<file path="config.mk">
export PLATFORM = sky130hd
export DESIGN_NAME = sprite_pixel_priority_mux_unit
export DESIGN_NICKNAME = d
export VERILOG_FILES = /design/src/rtl/core/sppm_pkg.sv /design/src/rtl/core/sprite_pixel_priority_mux_unit.sv /design/src/rtl/core/sppm_cell.sv /design/src/rtl/core/sppm_mux.sv
export SDC_FILE = /design/constraint.sdc
export NUM_CORES = 1
export LEC_CHECK = 0
export BUFFER_PORTS_ARGS = -buffer_cell sky130_fd_sc_hd__buf_2
export CORE_UTILIZATION = 60
export DETAILED_ROUTE_END_ITERATION = 7
export PLACE_DENSITY = 0.75
export SKIP_CTS_REPAIR_TIMING = 1
export SKIP_LAST_GASP = 1
export SLEW_MARGIN = 20
export SYNTH_ARGS = -nofsm -noshare
export SYNTH_HDL_FRONTEND = slang
export SYNTH_SLANG_ARGS = --single-unit
</file>
<file path="constraint.sdc">
create_clock -name aclk -period 13.4 [get_ports aclk]
set_input_delay 2.01 -clock aclk [delete_from_list [all_inputs] [get_ports aclk]]
set_output_delay 2.01 -clock aclk [all_outputs]
set_load 0.02 [all_outputs]
</file>
<file path="src/rtl/core/sppm_pkg.sv">
// Shared types and constants for the sprite pixel priority mux.
// Used by sppm_cell, sppm_mux and sprite_pixel_priority_mux_unit; no dependencies.
package sppm_pkg;

    localparam int SLOT_W     = 3;
    localparam int CFG_ADDR_W = 2;

    localparam logic OP_LOAD  = 1'b0;
    localparam logic OP_PIXEL = 1'b1;

    localparam logic [CFG_ADDR_W-1:0] REG_SHOW_SPRITES      = 2'd0;
    localparam logic [CFG_ADDR_W-1:0] REG_SHOW_SPRITES_LEFT = 2'd1;

    localparam int ATTR_PRI_BIT  = 5;
    localparam int ATTR_FLIP_BIT = 6;

    // One request as it travels down the slot chain.
    typedef struct packed {
        logic              op;
        logic [SLOT_W-1:0] slot;
        logic [7:0]        sprite_x;
        logic [1:0]        palette;
        logic              priority_bg;
        logic [7:0]        plane_low;
        logic [7:0]        plane_high;
        logic              step;
        logic [1:0]        bg_value;
        logic [1:0]        bg_palette;
    } item_t;

    // Winning sprite pixel so far; value zero means none yet.
    typedef struct packed {
        logic [1:0] value;
        logic [1:0] palette;
        logic       priority_bg;
        logic       slot_zero;
    } win_t;

    function automatic logic [7:0] mirror8(input logic [7:0] b);
        logic [7:0] r;
        for (int i = 0; i < 8; i++) begin
            r[i] = b[7 - i];
        end
        return r;
    endfunction

endpackage

</file>
<file path="src/rtl/core/sprite_pixel_priority_mux_unit.sv">
// Sprite pixel priority mux: a chain of SPRITE_SLOTS slot cells feeding an output mux.
// Each request is registered in every slot cell of the chain in turn, then in the output mux.
// Throughput: one request per cycle; a stalled result holds the whole chain in place.
// Load requests give no result; each pixel request gives exactly one.
// Reset (aresetn low, synchronous) clears all slots, mask bits and valid flags.
// Depends on sppm_pkg, sppm_cell and sppm_mux.
module sprite_pixel_priority_mux_unit #(
    parameter int SPRITE_SLOTS = 8
) (
    input  logic                            aclk,
    input  logic                            aresetn,
    // config write channel
    input  logic                            cfg_valid,
    output logic                            cfg_ready,
    input  logic [sppm_pkg::CFG_ADDR_W-1:0] cfg_addr,
    input  logic                            cfg_data,
    // input requests
    input  logic                            s_tvalid,
    output logic                            s_tready,
    // [2:0] slot, [10:3] sprite_x, [18:11] sprite_attr, [26:19] pattern_low,
    // [34:27] pattern_high, [42:35] pixel_x, [44:43] bg_value, [46:45] bg_palette
    input  logic [47:0]                     s_tdata,
    input  logic                            s_tuser,   // [0] op
    // results
    output logic                            m_tvalid,
    input  logic                            m_tready,
    output logic [7:0]                      m_tdata    // [4:0] colour_index, [5] sprite_zero_hit
);

    logic show_sprites_reg;
    logic show_left_reg;
    logic advance;
    logic [7:0] attr;
    logic [7:0] pixel_x;
    sppm_pkg::item_t entry_item;
    sppm_pkg::win_t  entry_win;

    logic            valid_chain [0:SPRITE_SLOTS];
    sppm_pkg::item_t item_chain  [0:SPRITE_SLOTS];
    sppm_pkg::win_t  win_chain   [0:SPRITE_SLOTS];

    logic [4:0] colour_index;
    logic       sprite_zero_hit;

    assign cfg_ready = 1'b1;

    always_ff @(posedge aclk) begin
        if (!aresetn) begin
            show_sprites_reg <= 1'b0;
            show_left_reg    <= 1'b0;
        end else if (cfg_valid) begin
            unique case (cfg_addr)
                sppm_pkg::REG_SHOW_SPRITES:      show_sprites_reg <= cfg_data;
                sppm_pkg::REG_SHOW_SPRITES_LEFT: show_left_reg    <= cfg_data;
                default: ;
            endcase
        end
    end

    assign advance  = !m_tvalid || m_tready;
    assign s_tready = advance;

    assign attr    = s_tdata[18:11];
    assign pixel_x = s_tdata[42:35];

    always_comb begin
        entry_item.op          = s_tuser;
        entry_item.slot        = s_tdata[2:0];
        entry_item.sprite_x    = s_tdata[10:3];
        entry_item.palette     = attr[1:0];
        entry_item.priority_bg = attr[sppm_pkg::ATTR_PRI_BIT];
        // put the leftmost pixel in bit 0 unless the sprite is flipped
        entry_item.plane_low   = attr[sppm_pkg::ATTR_FLIP_BIT] ? s_tdata[26:19]
                                                               : sppm_pkg::mirror8(s_tdata[26:19]);
        entry_item.plane_high  = attr[sppm_pkg::ATTR_FLIP_BIT] ? s_tdata[34:27]
                                                               : sppm_pkg::mirror8(s_tdata[34:27]);
        entry_item.step        = show_sprites_reg && !((pixel_x < 8'd8) && !show_left_reg);
        entry_item.bg_value    = s_tdata[44:43];
        entry_item.bg_palette  = s_tdata[46:45];
    end

    assign entry_win = '0;

    assign valid_chain[0] = s_tvalid;
    assign item_chain[0]  = entry_item;
    assign win_chain[0]   = entry_win;

    for (genvar g = 0; g < SPRITE_SLOTS; g++) begin : g_cell
        sppm_cell #(
            .CELL_IDX (g)
        ) u_cell (
            .aclk      (aclk),
            .aresetn   (aresetn),
            .advance   (advance),
            .in_valid  (valid_chain[g]),
            .in_item   (item_chain[g]),
            .in_win    (win_chain[g]),
            .out_valid (valid_chain[g+1]),
            .out_item  (item_chain[g+1]),
            .out_win   (win_chain[g+1])
        );
    end

    sppm_mux u_mux (
        .aclk                (aclk),
        .aresetn             (aresetn),
        .advance             (advance),
        .in_valid            (valid_chain[SPRITE_SLOTS]),
        .in_item             (item_chain[SPRITE_SLOTS]),
        .in_win              (win_chain[SPRITE_SLOTS]),
        .out_valid           (m_tvalid),
        .out_colour_index    (colour_index),
        .out_sprite_zero_hit (sprite_zero_hit)
    );

    assign m_tdata = {2'b00, sprite_zero_hit, colour_index};

    // a load request leaving the chain must not produce a result
    a_load_no_result: assert property (@(posedge aclk) disable iff (!aresetn)
        (advance && valid_chain[SPRITE_SLOTS] &&
         item_chain[SPRITE_SLOTS].op == sppm_pkg::OP_LOAD) |=> !m_tvalid)
        else $error("load request produced a result");

    // a pixel with sprites hidden can never report a slot-zero hit
    a_hidden_no_hit: assert property (@(posedge aclk) disable iff (!aresetn)
        (advance && valid_chain[SPRITE_SLOTS] &&
         item_chain[SPRITE_SLOTS].op == sppm_pkg::OP_PIXEL &&
         !item_chain[SPRITE_SLOTS].step) |=> !m_tdata[5])
        else $error("slot-zero hit with sprites hidden");

    // a hit needs an opaque pixel on top
    a_hit_opaque: assert property (@(posedge aclk) disable iff (!aresetn)
        (m_tvalid && m_tdata[5]) |-> (m_tdata[1:0] != 2'd0))
        else $error("slot-zero hit on a transparent pixel");

endmodule

</file>
<file path="src/rtl/core/sppm_cell.sv">
// One sprite slot of the chain: holds the slot state and passes each request on.
// Depends on sppm_pkg.
module sppm_cell #(
    parameter int CELL_IDX = 0
) (
    input  logic            aclk,
    input  logic            aresetn,
    input  logic            advance,
    input  logic            in_valid,
    input  sppm_pkg::item_t in_item,
    input  sppm_pkg::win_t  in_win,
    output logic            out_valid,
    output sppm_pkg::item_t out_item,
    output sppm_pkg::win_t  out_win
);

    logic [7:0]      countdown_reg;
    logic [1:0]      palette_reg;
    logic            priority_reg;
    logic [7:0]      plane_low_reg;
    logic [7:0]      plane_high_reg;
    logic            valid_reg;
    sppm_pkg::item_t item_reg;
    sppm_pkg::win_t  win_reg;

    logic           load_hit;
    logic           pixel_step;
    logic [1:0]     pix_value;
    sppm_pkg::win_t win_next;

    assign load_hit   = in_valid && (in_item.op == sppm_pkg::OP_LOAD) &&
                        (32'(in_item.slot) == CELL_IDX);
    assign pixel_step = in_valid && (in_item.op == sppm_pkg::OP_PIXEL) && in_item.step;
    assign pix_value  = {plane_high_reg[0], plane_low_reg[0]};

    always_comb begin
        win_next = in_win;
        if (pixel_step && (countdown_reg == 8'd0) && (pix_value != 2'd0) &&
            (in_win.value == 2'd0)) begin
            win_next.value       = pix_value;
            win_next.palette     = palette_reg;
            win_next.priority_bg = priority_reg;
            win_next.slot_zero   = (CELL_IDX == 0);
        end
    end

    always_ff @(posedge aclk) begin
        if (!aresetn) begin
            countdown_reg  <= '0;
            palette_reg    <= '0;
            priority_reg   <= 1'b0;
            plane_low_reg  <= '0;
            plane_high_reg <= '0;
        end else if (advance) begin
            if (load_hit) begin
                countdown_reg  <= in_item.sprite_x;
                palette_reg    <= in_item.palette;
                priority_reg   <= in_item.priority_bg;
                plane_low_reg  <= in_item.plane_low;
                plane_high_reg <= in_item.plane_high;
            end else if (pixel_step) begin
                if (countdown_reg != 8'd0) begin
                    countdown_reg <= countdown_reg - 8'd1;
                end else begin
                    // shift out the leftmost pixel, zeros fill behind
                    plane_low_reg  <= {1'b0, plane_low_reg[7:1]};
                    plane_high_reg <= {1'b0, plane_high_reg[7:1]};
                end
            end
        end
    end

    always_ff @(posedge aclk) begin
        if (!aresetn) begin
            valid_reg <= 1'b0;
        end else if (advance) begin
            valid_reg <= in_valid;
        end
    end

    always_ff @(posedge aclk) begin
        if (advance) begin
            item_reg <= in_item;
            win_reg  <= win_next;
        end
    end

    assign out_valid = valid_reg;
    assign out_item  = item_reg;
    assign out_win   = win_reg;

endmodule

</file>
<file path="src/rtl/core/sppm_mux.sv">
// Final sprite/background priority mux and output register.
// Depends on sppm_pkg.
module sppm_mux (
    input  logic            aclk,
    input  logic            aresetn,
    input  logic            advance,
    input  logic            in_valid,
    input  sppm_pkg::item_t in_item,
    input  sppm_pkg::win_t  in_win,
    output logic            out_valid,
    output logic [4:0]      out_colour_index,
    output logic            out_sprite_zero_hit
);

    logic       valid_reg;
    logic [4:0] colour_reg;
    logic       hit_reg;
    logic [4:0] colour_next;
    logic       hit_next;
    logic [4:0] sprite_colour;
    logic [4:0] bg_colour;
    logic       sp_opaque;
    logic       bg_opaque;

    assign sprite_colour = {1'b1, in_win.palette, in_win.value};
    assign bg_colour     = {1'b0, in_item.bg_palette, in_item.bg_value};
    assign sp_opaque     = (in_win.value != 2'd0);
    assign bg_opaque     = (in_item.bg_value != 2'd0);

    always_comb begin
        colour_next = 5'd0;
        hit_next    = 1'b0;
        if (sp_opaque && bg_opaque) begin
            colour_next = in_win.priority_bg ? bg_colour : sprite_colour;
            hit_next    = in_win.slot_zero;
        end else if (sp_opaque) begin
            colour_next = sprite_colour;
        end else if (bg_opaque) begin
            colour_next = bg_colour;
        end
    end

    always_ff @(posedge aclk) begin
        if (!aresetn) begin
            valid_reg <= 1'b0;
        end else if (advance) begin
            // load requests end here with no result
            valid_reg <= in_valid && (in_item.op == sppm_pkg::OP_PIXEL);
        end
    end

    always_ff @(posedge aclk) begin
        if (advance) begin
            colour_reg <= colour_next;
            hit_reg    <= hit_next;
        end
    end

    assign out_valid           = valid_reg;
    assign out_colour_index    = colour_reg;
    assign out_sprite_zero_hit = hit_reg;

endmodule

</file>
### Word level (Yosys, flattened, before mapping)

Cells that the tools add are included.

* output and inout port bits: 11
* bits of input ports: 57
* register bits after elaboration: 538

* eq/ne operators: 16
* magnitude comparators: 1
* add/sub/neg operators: 8
* mux-type cells: 86
* bitwise logic cells: 8
* reduce and logical (&&, ||, !) cells: 140

Operator list (number)
* $mux 8: 74
* $logic_not 8->1: 8
* $reduce_bool 8->1: 8
* $sub 8x1->8 const B: 8
* $logic_and 1x1->1: 59
* $reduce_bool 2->1: 26
* $reduce_and 3->1: 16
* $mux 6: 7
* $reduce_and 2->1: 10
* $logic_not 2->1: 8
* $ne 2x1->1 const B: 8
* $mux 5: 3
* $eq 3x3->1 const B: 4
* $lt 8x4->1 const B: 1
* $not 1->1: 8
* $eq 3x2->1 const B: 2
* $mux 4: 1
* $eq 3x1->1 const B: 1
* $logic_not 1->1: 3
* $logic_not 3->1: 1
* $eq 2x1->1 const B: 1
* $logic_or 1x1->1: 1
* $mux 1: 1

### Longest topological paths before layout

Gate-level depths: netlist of the first run.

* depth after elaboration: 8
* mapped depth: 11
* gate-level depth less buffers: 7

### Modules after synthesis

A second synthesis of the first run with hierarchy kept.

* cells, all modules: 1952
* area total of the unflattened synthesis: 24200.7 µm²

By module, submodules not included
* sppm_cell (g_cell[1].u_cell ...): area each 2969.1 µm², times used 3, sequential area each 1821.7 µm², cells an instance 235
* sppm_cell (g_cell[5].u_cell ...): area each 2912.8 µm², times used 2, sequential area each 1821.7 µm², cells an instance 237
* sppm_cell (g_cell[3].u_cell): area each 2959.1 µm², times used 1, sequential area each 1821.7 µm², cells an instance 234
* sppm_cell (g_cell[7].u_cell): area each 2937.8 µm², times used 1, sequential area each 1821.7 µm², cells an instance 237
* sppm_cell (g_cell[0].u_cell): area each 2901.5 µm², times used 1, sequential area each 1821.7 µm², cells an instance 238
* sprite_pixel_priority_mux_unit: area each 336.6 µm², times used 1, sequential area each 40.0 µm², cells an instance 36
* sppm_mux: area each 332.8 µm², times used 1, sequential area each 200.2 µm², cells an instance 28

### Least setup slack after synthesis of the first run

OpenSTA, ideal clock, no wires.

* path kind: input-to-output
* start: in m_tready
* end: out s_tready
* arrival time: 6.562 ns
* setup slack: 4.828 ns
* data required time: 11.390 ns
* stages: 7
* cell sequence: nor2b_1 -> buf_4 -> inv_1 -> buf_2 -> buf_2 -> buf_2 -> buf_2

* word-level cells in the longest chain between the ends: 1

RTL lines
* start, declared: RTL line sprite_pixel_priority_mux_unit.sv:26 `input logic m_tready,`
* $logic_or 1x1->1: RTL line sprite_pixel_priority_mux_unit.sv:60 `assign advance = !m_tvalid || m_tready;`
* end, declared: RTL line sprite_pixel_priority_mux_unit.sv:19 `output logic s_tready,`

Every way passes these cells.

### Worst setup path in the final report of the first run

Same ends and word-level chain as after synthesis.

==> PnR_summary.wiki, run 1 <==
{| class="wikitable"
! Metric !! Value
|-
| Status || finished, final reports clean
|-
| Drt total wl || 38,700 microns
|-
| Number of flops mapped to enable cells by yosys || 311
|-
| Cell type group with the largest total delay on the critical path || buffers and inverters
|-
| Synthesis-stage register bit count || 538
|-
| Highest attainable clock frequency || 192 MHz
|-
| Number of remaining DRC errors || 0
|-
| Crit share post-route || 38.9%
|-
| Worst Min Path Start || g_cell[5].u_cell.out_item[1]$_DFFE_PN_
|-
| Starting utilization of the core area || 61.4%
|-
| Vias in the first global route || 13,500
|-
| Number of clock sinks || 538
|-
| CP endpoint kind || output pin
|-
| Layout cells sized above 1 || 10.9%
|-
| Fill cell instance count of the final layout || 2,513
|-
| Root buffer selected by CTS || sky130_fd_sc_hd__clkbuf_16
|-
| Worst path cell trace || buf_2, nor2b_2, buf_4, inv_8, buf_2
|-
| Clock Path Buffers || 3
|-
| Count of placed standard cells including taps || 2,277
|-
| Source of the worst register-to-register timing path || u_mux.out_valid$_SDFFE_PN0N_
|-
| Peak supply drop || 0.108 mV
|-
| Ys Warns || 0
|-
| Antenna violations before repair || 0
|-
| Syn avg cell area || 11.4 sq um
|-
| Leakage || 0.00870 uW
|-
| Main synth FF type || sky130_fd_sc_hd__edfxtp_1
|-
| Min-delay worst type || reg -> reg
|-
| Minimum setup slack after placement || 7.98 ns
|-
| Largest register FFs || 257
|-
| Clk Latency, worst-skew pair || 0.57 ns
|-
| RSZ-0062 raised after global routing || false
|-
| Number of diodes added for antenna fixing || 0
|-
| Sum of overflow across all layers after global routing || 0
|-
| Port Buf Inserts || 56
|-
| Buffering stage count on the worst path with inverters included || 4
|-
| Asr flop ratio synth || 0%
|-
| Vias after detailed routing || 13,900
|-
| Layout overhead on the synthesized area || 10.6%
|-
| Number of cells on the worst reg-to-reg path || 8
|-
| Clock-pin slew on the worst setup and hold paths || 0.06 ns
|-
| CTS HTree Levels || 2
|-
| Global-route wire length before repair || 63,900 microns
|-
| Number of maximum-capacitance constraint violations || 0
|-
| Placement Cell Area || 21,700 sq um
|-
| Die Area || 36,300 sq um
|-
| Core ar. || 34,700 sq um
|-
| Final ANT Viol Nets || 0
|-
| Row count || 68
|-
| Number of DRC violations after detailed-routing iteration 0 || 726
|-
| Post-route clock skew || 0.00715 ns
|-
| Setup violations, final || 0
|-
| Area share of the largest cell type after synthesis || 43.8%
|-
| Highest fanout seen on the critical path || 102
|-
| Y dimension of the die || 190 microns
|-
| Global router's overall resource usage || 21.5%
|-
| Post-DP HPWL || 24,600 microns
|-
| Area used by multi-input combinational logic || 6800 sq um
|-
| Biggest area contributors in the synthesized netlist || sky130_fd_sc_hd__edfxtp_1 44%, sky130_fd_sc_hd__dfxtp_1 21%, sky130_fd_sc_hd__nand2_1 6.4%, sky130_fd_sc_hd__a311oi_1 3.3%, sky130_fd_sc_hd__nor2_1 3.0%
|-
| Average wire length per cell after detail routing || 16.3 microns
|-
| Crit path setup slack, layout || 8.19 ns
|-
| Power density cells || 145 nW/um^2
|-
| Crit-path most repeated cell || sky130_fd_sc_hd__buf_2
|-
| Number of failing hold endpoints at the final stage || 0
|-
| Post-Layout Cell Count || 2,376
|-
| Worst Path Required || 11.39 ns
|-
| Worst Hold Path Cells || 0
|-
| Fin area || 23,600 sq um
|-
| Total negative slack for setup checks || 0 ns
|-
| Area occupied by registers || 13,900 sq um
|-
| Worst-margin pin slew || 1.09 ns
|-
| Number of unique standard cell types used by synthesis || 68
|-
| Slowest cell on the critical path || sky130_fd_sc_hd__inv_8
|-
| Critical Path Start Type || input port
|-
| Mapped Area || 21,300 sq um
|-
| Final RePlAce weighted congestion || 0.861
|-
| Cell type with the highest aggregate area in the netlist || sky130_fd_sc_hd__edfxtp_1
|-
| Final count of pins violating max slew || 0
|-
| Die boundary width || 190 microns
|-
| Sequential share of the synthesized area || 65.2%
|-
| Pin count of the biggest net entering global routing || 186
|-
| RR Endpoint || g_cell[2].u_cell.plane_low_reg[4]$_SDFFE_PN0P_
|-
| Critical path's largest stage delay || 0.49 ns
|-
| Drt first pass iters || 7
|-
| Synthesized instance count || 1,873
|-
| Critical path class || in -> out
|-
| I/O pins || 68
|-
| Signal arrival time at the worst endpoint || 3.20 ns
|-
| Flop-to-flop setup slack || 9.69 ns
|-
| WHS Endpoint || g_cell[6].u_cell.out_item[1]$_DFFE_PN_
|-
| Relative slew slack || 26.8%
|-
| # nets final || 1,943
|-
| Clock tree from TritonCTS || done
|-
| Number of buffers created by CTS || 53
|-
| Final critical-path required period || 5.21 ns
|-
| Post-Route Utilization || 67.8%
|-
| Vias per inst || 5.87
|-
| WP depth || 5
|}
==> where the power goes <==
group | internal (uW) | switching (uW) | total (uW)
Combinational | 24.4 | 40.6 | 65.0
Clock | 910 | 598 | 1510
Sequential | 1800 | 30.6 | 1830
==> layout by cell type, fill, tap and decap left out, types with 14 or more instances in the layout <==
master,Yosys,routed
sky130_fd_sc_hd__nand2b_1,18,18
sky130_fd_sc_hd__edfxtp_1,311,311
sky130_fd_sc_hd__a211oi_1,14,14
sky130_fd_sc_hd__o211a_1,16,16
sky130_fd_sc_hd__nand2_1,363,363
sky130_fd_sc_hd__o21a_1,18,18
sky130_fd_sc_hd__nand3_1,48,48
sky130_fd_sc_hd__o21ai_0,43,43
sky130_fd_sc_hd__nor3_1,21,21
sky130_fd_sc_hd__clkbuf_16,0,55
sky130_fd_sc_hd__dfxtp_1,227,227
sky130_fd_sc_hd__o2111ai_1,17,17
sky130_fd_sc_hd__nor2_1,169,169
sky130_fd_sc_hd__and3_1,16,16
sky130_fd_sc_hd__a21o_1,34,34
sky130_fd_sc_hd__mux2_2,35,35
sky130_fd_sc_hd__buf_2,27,56
sky130_fd_sc_hd__and2_1,18,18
sky130_fd_sc_hd__a311oi_1,80,80
sky130_fd_sc_hd__a21oi_1,100,99
sky130_fd_sc_hd__inv_1,33,31
==> per-layer routing <==
metal  part of all wire (%)  vias to the layer above  GRT usage [%]
met5                      0                        -              0
met4                    4.7                        0           11.1
met3                    4.2                      114           2.89
met2                     49                      403           37.6
met1                     42                     6603           25.9
li1                       -                     6823              -
==> stage by stage <==
stage / hold WS, ns / power (uW)
5_1_grt: 0.421 / 3510
3_5_place_dp: 0.405 / 1930
2_1_floorplan: 0.400 / 1900
6_report: 0.414 / 3410
3_3_place_gp: 0.401 / 1930
4_1_cts: 0.417 / 3440
==> worst max path at each step <==
stage | startpoint | endpoint | slack [ns]
6_report | m_tready | s_tready | 8.19
2_1_floorplan | m_tready | s_tready | 4.83
3_3_place_gp | m_tready | g_cell[3].u_cell.plane_high_reg[6]$_SDFFE_PN0P_ | 8.08
3_5_place_dp | m_tready | g_cell[2].u_cell.plane_high_reg[6]$_SDFFE_PN0P_ | 7.98
4_1_cts | m_tready | s_tready | 8.21
5_1_grt | m_tready | s_tready | 8.09
==> cells by family after synthesis <==
family | after synthesis | synth area share (%)
xor+xnor | 1 | 0.0411
buf+inv | 151 | 3.12
flops | 538 | 65.2
mux | 45 | 2.32
fa+ha+maj | 9 | 0.529
compound gates | 405 | 13.8
simple gates | 722 | 14.9
other cells | 2 | 0.0353
==> synthesized netlist by cell type (all sizes together) (34+ instances only) <==
library cell,count
a21o,34
nand3,48
nand2,363
buf,45
a311oi,86
clkbuf,73
dfxtp,227
edfxtp,311
a21oi,100
o21ai,44
mux2,35
nor2,169
==> area by class of cell <==
class / instances / area share (%)
inverter: 33 / 0.568
clock inverter: 24 / 1.15
clock buffer: 75 / 6.50
timing repair buffer: 66 / 1.56
tap: 455 / 2.42
sequential: 538 / 58.9
multi-input combinational: 1185 / 28.9
Power figures use the tool's default switching activity.
==> run 2, diff against run 1 <==
Settings changed: ABC_AREA set to 1, CORE_UTILIZATION 60 to 56, PLACE_DENSITY 0.75 to 0.74.
Clock period 13.4 ns to 4.75 ns, I/O delays scaled along.
==> run 2 against run 1 <==
Against the previous run:
- highest routed layer unchanged
- via count rose by 9.7%
- first-iteration DRC count increased by 12%
- hold slack lost 0.088 ns
- die area increased by 9.7%
- final area up 2.5%
- critical path depth decreased by 2
- synthesized cell count up 27%
- synthesized area up 2.5%
- register-to-register slack got worse by 7.6 ns
==> PnR_summary.wiki, run 2 <==
{| class="wikitable"
! Metric !! Value
|-
| Die Area || 39,800 sq um
|-
| Global router's overall resource usage || 20.3%
|-
| Clk Latency, worst-skew pair || 0.56 ns
|-
| Largest register FFs || 257
|-
| Fill cell instance count of the final layout || 3,023
|-
| Area share of the largest cell type after synthesis || 42.8%
|-
| Number of flops mapped to enable cells by yosys || 311
|-
| Area used by multi-input combinational logic || 6840 sq um
|-
| Number of unique standard cell types used by synthesis || 41
|-
| Number of clock sinks || 538
|-
| Drt total wl || 39,600 microns
|-
| Min-delay worst type || in -> reg
|-
| Core ar. || 38,000 sq um
|-
| Syn avg cell area || 9.20 sq um
|-
| Amount of wire on met2 after detailed routing || 19,500 microns
|-
| CTS HTree Levels || 2
|-
| Post-Layout Cell Count || 2,959
|-
| Buffering stage count on the worst path with inverters included || 2
|-
| Power density cells || 393 nW/um^2
|-
| Detailed-route wire length on metal 1 || 16,600 microns
|-
| Biggest area contributors in the synthesized netlist || sky130_fd_sc_hd__edfxtp_1 43%, sky130_fd_sc_hd__dfxtp_1 21%, sky130_fd_sc_hd__nand2_1 11%, sky130_fd_sc_hd__nor2_1 7.0%, sky130_fd_sc_hd__o21ai_0 5.9%
|-
| Vias per inst || 5.17
|-
| Drt first pass iters || 5
|-
| Ys Warns || 0
|-
| Top routing layer in use || met4
|-
| Starting utilization of the core area || 57.4%
|-
| Asr flop ratio synth || 0%
|-
| Signal arrival time at the worst endpoint || 2.01 ns
|-
| Critical path class || reg -> out
|-
| Main synth FF type || sky130_fd_sc_hd__edfxtp_1
|-
| Die boundary width || 199 microns
|-
| Worst path cell trace || nand2_8, buf_4, buf_2
|-
| Cell type with the highest aggregate area in the netlist || sky130_fd_sc_hd__edfxtp_1
|-
| Global-route wire length before repair || 66,100 microns
|-
| Synthesis-stage register bit count || 538
|-
| I/O pins || 68
|-
| Synthesized instance count || 2,372
|-
| Routed wire length on met3 || 1830 microns
|-
| RSZ-0062 raised after global routing || false
|-
| Peak supply drop || 0.269 mV
|-
| Number of diodes added for antenna fixing || 0
|-
| Number of buffers created by CTS || 52
|-
| Antenna violations before repair || 0
|-
| Vias after detailed routing || 15,300
|-
| Clock Path Buffers || 3
|-
| # nets final || 2,471
|-
| Sequential share of the synthesized area || 63.6%
|-
| Number of maximum-capacitance constraint violations || 0
|-
| Pin count of the biggest net entering global routing || 159
|-
| Number of DRC violations after detailed-routing iteration 0 || 811
|-
| Final count of pins violating max slew || 0
|-
| Final critical-path required period || 2.73 ns
|-
| Number of failing hold endpoints at the final stage || 0
|-
| Highest attainable clock frequency || 367 MHz
|-
| Crit share post-route || 57.4%
|-
| Highest fanout seen on the critical path || 65
|-
| Worst-margin pin slew || 0.986 ns
|-
| Post-route clock skew || 0.0121 ns
|-
| Average wire length per cell after detail routing || 13.4 microns
|-
| Clock-pin slew on the worst setup and hold paths || 0.06 ns
|-
| Final RePlAce weighted congestion || 0.897
|-
| Slowest cell on the critical path || sky130_fd_sc_hd__buf_4
|-
| Most used cells in the layout excluding fill and tap cells || 619 x sky130_fd_sc_hd__nand2_1, 405 x sky130_fd_sc_hd__nor2_1, 311 x sky130_fd_sc_hd__edfxtp_1, 259 x sky130_fd_sc_hd__o21ai_0, 227 x sky130_fd_sc_hd__dfxtp_1
|-
| Cell type group with the largest total delay on the critical path || buffers and inverters
|-
| Sum of overflow across all layers after global routing || 0
|-
| Critical path's largest stage delay || 0.44 ns
|-
| Clock tree from TritonCTS || done
|-
| Status || finished, final reports clean
|-
| Critical Path Start Type || register
|-
| Synth cell count leaders || 619 x sky130_fd_sc_hd__nand2_1, 405 x sky130_fd_sc_hd__nor2_1, 311 x sky130_fd_sc_hd__edfxtp_1
|-
| Post-DP HPWL || 26,100 microns
|-
| Layout cells sized above 1 || 7.88%
|-
| Port Buf Inserts || 56
|-
| Number of remaining DRC errors || 0
|-
| Root buffer selected by CTS || sky130_fd_sc_hd__clkbuf_16
|-
| Area occupied by registers || 13,900 sq um
|-
| Leakage || 0.0105 uW
|-
| Relative slew slack || 34.1%
|-
| Setup violations, final || 0
|-
| Mapped Area || 21,800 sq um
|-
| Total negative slack for setup checks || 0 ns
|-
| Count of placed standard cells including taps || 2,862
|-
| Most common cell after layout, fill and taps aside || sky130_fd_sc_hd__nand2_1
|-
| Most frequently used cell type in the post-synthesis netlist || sky130_fd_sc_hd__nand2_1
|-
| Layout overhead on the synthesized area || 10.6%
|-
| Vias in the first global route || 14,500
|-
| Final ANT Viol Nets || 0
|-
| CP endpoint kind || output pin
|-
| Row count || 71
|-
| Worst Path Required || 4.04 ns
|-
| Y dimension of the die || 199 microns
|}
run 2: cell types whose count changed in the layout (fill, tap and decap cells not counted), moves of 16 or more:
cell | before | now
sky130_fd_sc_hd__nand3_1 | 48 | 78
sky130_fd_sc_hd__inv_2 | 0 | 16
sky130_fd_sc_hd__mux2_2 | 35 | 0
sky130_fd_sc_hd__inv_1 | 31 | 169
sky130_fd_sc_hd__o21ai_0 | 43 | 259
sky130_fd_sc_hd__a21o_1 | 34 | 0
sky130_fd_sc_hd__o211a_1 | 16 | 0
sky130_fd_sc_hd__and2_1 | 18 | 1
sky130_fd_sc_hd__o21a_1 | 18 | 1
sky130_fd_sc_hd__nand2_1 | 363 | 619
sky130_fd_sc_hd__nor2_1 | 169 | 405
sky130_fd_sc_hd__and3_1 | 16 | 0
sky130_fd_sc_hd__a311oi_1 | 80 | 0
sky130_fd_sc_hd__nand2b_1 | 18 | 0
run 2: kinds of logic after synthesis:
group | synth area share, %
mux | 0.138
flops | 63.6
buf+inv | 5.17
xor+xnor | 0.481
fa+ha+maj | 0.516
other cells | 0.0344
compound gates | 8.99
simple gates | 21.1
run 2: worst reg2reg max path: cells and delay by family, from the launching register on:
| family | cells | cell delay, ns |
|---|---|---|
| and+or+nand+nor | 6 | 1.31 |
| DFF | 1 | 0.40 |
| buffers and inverters | 1 | 0.90 |
run 2: path summary, 6_finish.rpt:
kind                                                              start                                             end  slack, ns  cells after the start
worst min-delay path                                        s_tdata[43]          g_cell[0].u_cell.out_item[2]$_DFFE_PN_       0.33                      1
worst max-delay path                       u_mux.out_valid$_SDFFE_PN0N_                                        s_tready       2.02                      3
worst max register to register  g_cell[3].u_cell.out_item[35]$_DFFE_PN_  g_cell[4].u_cell.countdown_reg[5]$_SDFFE_PN0P_       2.10                      7
worst min register to register   g_cell[2].u_cell.out_item[1]$_DFFE_PN_          g_cell[3].u_cell.out_item[1]$_DFFE_PN_       0.42                      0
run 2: report_power, final:
part           switching [uW]  internal [uW]
clock network            1660           2420
registers                90.4           5110
logic                     138           68.7
total                    1890           7600
run 2: stage by stage:
step / worst slack [ns] / cell area [sq um] / utilization, % / total power (uW) / hold WS (ns)
2_1_floorplan: 0.797 / 21800 / - / 5400 / 0.400
3_3_place_gp: 1.89 / 22400 / 59.0 / 5480 / 0.402
3_5_place_dp: 1.83 / 22400 / 59.0 / 5500 / 0.405
4_1_cts: 1.93 / 24100 / 63.5 / 9580 / 0.302
5_1_grt: 1.85 / 24200 / 63.5 / 9780 / 0.307
6_report: 2.02 / 24200 / 63.5 / 9490 / 0.326
run 2: routing by layer:
layer	track usage, %	vias up
met5	0	-
met4	10.1	0
met3	2.95	96
met2	36.4	380
met1	23.7	7008
li1	-	7815
run 2: final cells by class:
type                            instances  area share [%]
Clock buffer                           78            6.29
Clock inverter                         19           0.824
Inverter                              185            2.88
Multi-Input combinational cell       1561            28.3
Sequential cell                       538            57.5
Tap cell                              511            2.65
Timing Repair Buffer                   67            1.56
==> run 3, diff against run 2 <==
Clock period 4.75 ns to 2.5 ns, I/O delays scaled along.
==> run 3 against run 2 <==
Against the previous run:
- clock-buffer cell count increased by 6
- setup slack got worse by 1.7 ns
- utilization increased by 0.91 points
- register-to-register slack got worse by 1.8 ns
- sequential power increased by 90%
- total power increased by 88%
- combinational power increased by 100%
- die area unchanged
- sequential cell count unchanged
- final area increased by 1.4%
- critical endpoint unchanged
- largest power group unchanged
==> PnR_summary.wiki, run 3 (same netlist as run 2, synthesis figures left out) <==
{| class="wikitable"
! Metric !! Value
|-
| Clock Path Buffers || 3
|-
| Global-route wire length before repair || 67,800 microns
|-
| Vias per inst || 5.19
|-
| Final ANT Viol Nets || 0
|-
| Critical path class || reg -> out
|-
| Crit share post-route || 87.9%
|-
| Clock-pin slew on the worst setup and hold paths || 0.06 ns
|-
| Drt first pass iters || 5
|-
| Setup violations, final || 0
|-
| Fin area || 24,500 sq um
|-
| Worst Hold Path Cells || 3
|-
| Min-delay worst type || in -> reg
|-
| Number of diodes added for antenna fixing || 0
|-
| Global route hottest layer || met2
|-
| Post-route clock skew || 0.0184 ns
|-
| Port Buf Inserts || 56
|-
| Worst-margin pin slew || 0.748 ns
|-
| Source of the worst register-to-register timing path || g_cell[2].u_cell.countdown_reg[0]$_SDFFE_PN0P_
|-
| CTS HTree Levels || 2
|-
| Sum of overflow across all layers after global routing || 0
|-
| WHS Endpoint || show_left_reg$_SDFFE_PN0P_
|-
| Y dimension of the die || 199 microns
|-
| Number of failing hold endpoints at the final stage || 0
|-
| Number of cells on the worst reg-to-reg path || 11
|-
| Die boundary width || 199 microns
|-
| Post-Route Utilization || 64.4%
|-
| Placement Cell Area || 22,600 sq um
|-
| Leakage || 0.0107 uW
|-
| RSZ-0062 raised after global routing || false
|-
| I/O pins || 68
|-
| Largest register FFs || 257
|-
| Core ar. || 38,000 sq um
|-
| Highest attainable clock frequency || 455 MHz
|-
| Layout cells sized above 1 || 8.51%
|-
| Root buffer selected by CTS || sky130_fd_sc_hd__clkbuf_16
|-
| CP endpoint kind || output pin
|-
| Antenna violations before repair || 0
|-
| Crit path setup slack, layout || 0.303 ns
|-
| Fill cell instance count of the final layout || 2,995
|-
| Minimum setup slack after placement || 0.274 ns
|-
| Power density cells || 730 nW/um^2
|-
| Clock tree from TritonCTS || done
|-
| Critical Path Start Type || register
|-
| Post-DP HPWL || 27,700 microns
|-
| Met1 routing resource usage after global routing || 23.9%
|-
| Flop-to-flop setup slack || 0.35 ns
|-
| Number of maximum-capacitance constraint violations || 0
|-
| Highest fanout seen on the critical path || 56
|-
| Vias after detailed routing || 15,600
|-
| Clk Latency, worst-skew pair || 0.59 ns
|-
| Post-Layout Cell Count || 3,002
|-
| Number of buffers created by CTS || 53
|-
| Row count || 71
|-
| Worst Path Required || 2.12 ns
|-
| Signal arrival time at the worst endpoint || 1.82 ns
|-
| Layout overhead on the synthesized area || 12.2%
|-
| Count of placed standard cells including taps || 2,885
|-
| Number of DRC violations after detailed-routing iteration 0 || 734
|-
| Final count of pins violating max slew || 0
|-
| Drt total wl || 41,000 microns
|-
| Global router's overall resource usage || 21.0%
|-
| Most common cell after layout, fill and taps aside || sky130_fd_sc_hd__nand2_1
|-
| RR Endpoint || g_cell[2].u_cell.plane_low_reg[2]$_SDFFE_PN0P_
|-
| M2 GR Usage || 38.4%
|-
| Worst path cell trace || nand2_8, buf_6, buf_2
|-
| Starting utilization of the core area || 57.4%
|-
| Average wire length per cell after detail routing || 13.7 microns
|-
| # nets final || 2,514
|-
| Relative slew slack || 50.1%
|-
| Number of remaining DRC errors || 0
|-
| Total negative slack for setup checks || 0 ns
|-
| Slowest cell on the critical path || sky130_fd_sc_hd__buf_6
|-
| Global routing met3 resource utilization || 2.94%
|-
| Worst Min Path Start || cfg_data
|-
| Critical path's largest stage delay || 0.43 ns
|-
| Peak supply drop || 0.502 mV
|-
| Vias in the first global route || 14,900
|-
| Final critical-path required period || 2.20 ns
|-
| Pin count of the biggest net entering global routing || 69
|-
| Most used cells in the layout excluding fill and tap cells || 619 x sky130_fd_sc_hd__nand2_1, 405 x sky130_fd_sc_hd__nor2_1, 311 x sky130_fd_sc_hd__edfxtp_1, 259 x sky130_fd_sc_hd__o21ai_0, 227 x sky130_fd_sc_hd__dfxtp_1
|-
| Final RePlAce weighted congestion || 0.888
|-
| Status || finished, final reports clean
|-
| Number of clock sinks || 538
|-
| Die Area || 39,800 sq um
|}
## run 3: changes by cell type in the layout (fill, tap and decap cells not counted), sizes merged
cell | previous run | this run
clkbuf | 78 | 84
dlygate4sd3 | 0 | 19
bufinv | 4 | 0
inv | 187 | 186
buf | 67 | 90
## run 3: worst max-delay path, delay by kind of cell (launching register included)
family,cells,cell delay (ns)
buf+inv,2,0.69
flops,1,0.35
simple gates,1,0.16
## run 3: worst max-delay path by stage
stage | start | endpoint | slack (ns) | depth (start not counted)
3_3_place_gp | m_tready | g_cell[5].u_cell.plane_low_reg[2]$_SDFFE_PN0P_ | 0.31 | 9
4_1_cts | u_mux.out_valid$_SDFFE_PN0N_ | s_tready | 0.08 | 3
5_1_grt | g_cell[2].u_cell.countdown_reg[0]$_SDFFE_PN0P_ | g_cell[2].u_cell.plane_low_reg[1]$_SDFFE_PN0P_ | 0.16 | 11
6_report | u_mux.out_valid$_SDFFE_PN0N_ | s_tready | 0.30 | 3
2_1_floorplan | u_mux.out_valid$_SDFFE_PN0N_ | g_cell[0].u_cell.out_item[0]$_DFFE_PN_ | 0.05 | 3
3_5_place_dp | m_tready | g_cell[5].u_cell.plane_low_reg[2]$_SDFFE_PN0P_ | 0.27 | 9
## run 3: area by class of cell
| type | count | area, sq um | area share [%] |
|---|---|---|---|
| Clock inverter | 14 | 72.6 | 0.296 |
| Multi-Input combinational cell | 1561 | 6830 | 27.9 |
| Inverter | 185 | 694 | 2.83 |
| Tap cell | 511 | 639 | 2.61 |
| Timing Repair Buffer | 109 | 769 | 3.14 |
| Clock buffer | 84 | 1610 | 6.56 |
| Sequential cell | 538 | 13900 | 56.7 |
## run 3: where the power goes
part	total, uW	internal [uW]	leakage, uW	switching, uW
logic	422	156	0.00468	267
registers	9880	9700	0.00522	177
clock network	7580	4390	0.000821	3190
total	17900	14200	0.0107	3640
## run 3: layer usage
metal | vias up | wire [microns]
li1 | 7903 | -
met1 | 7178 | 16900
met2 | 393 | 20700
met3 | 104 | 1670
met4 | 0 | 1740
met5 | - | 0
## run 3: per-stage QoR
stage,total power (uW),hold WS (ns)
floorplan,10300,0.400
global placement,10400,0.401
detailed placement,10500,0.405
CTS,18000,-0.0739
global route,18400,0.118
finish,17900,0.0798
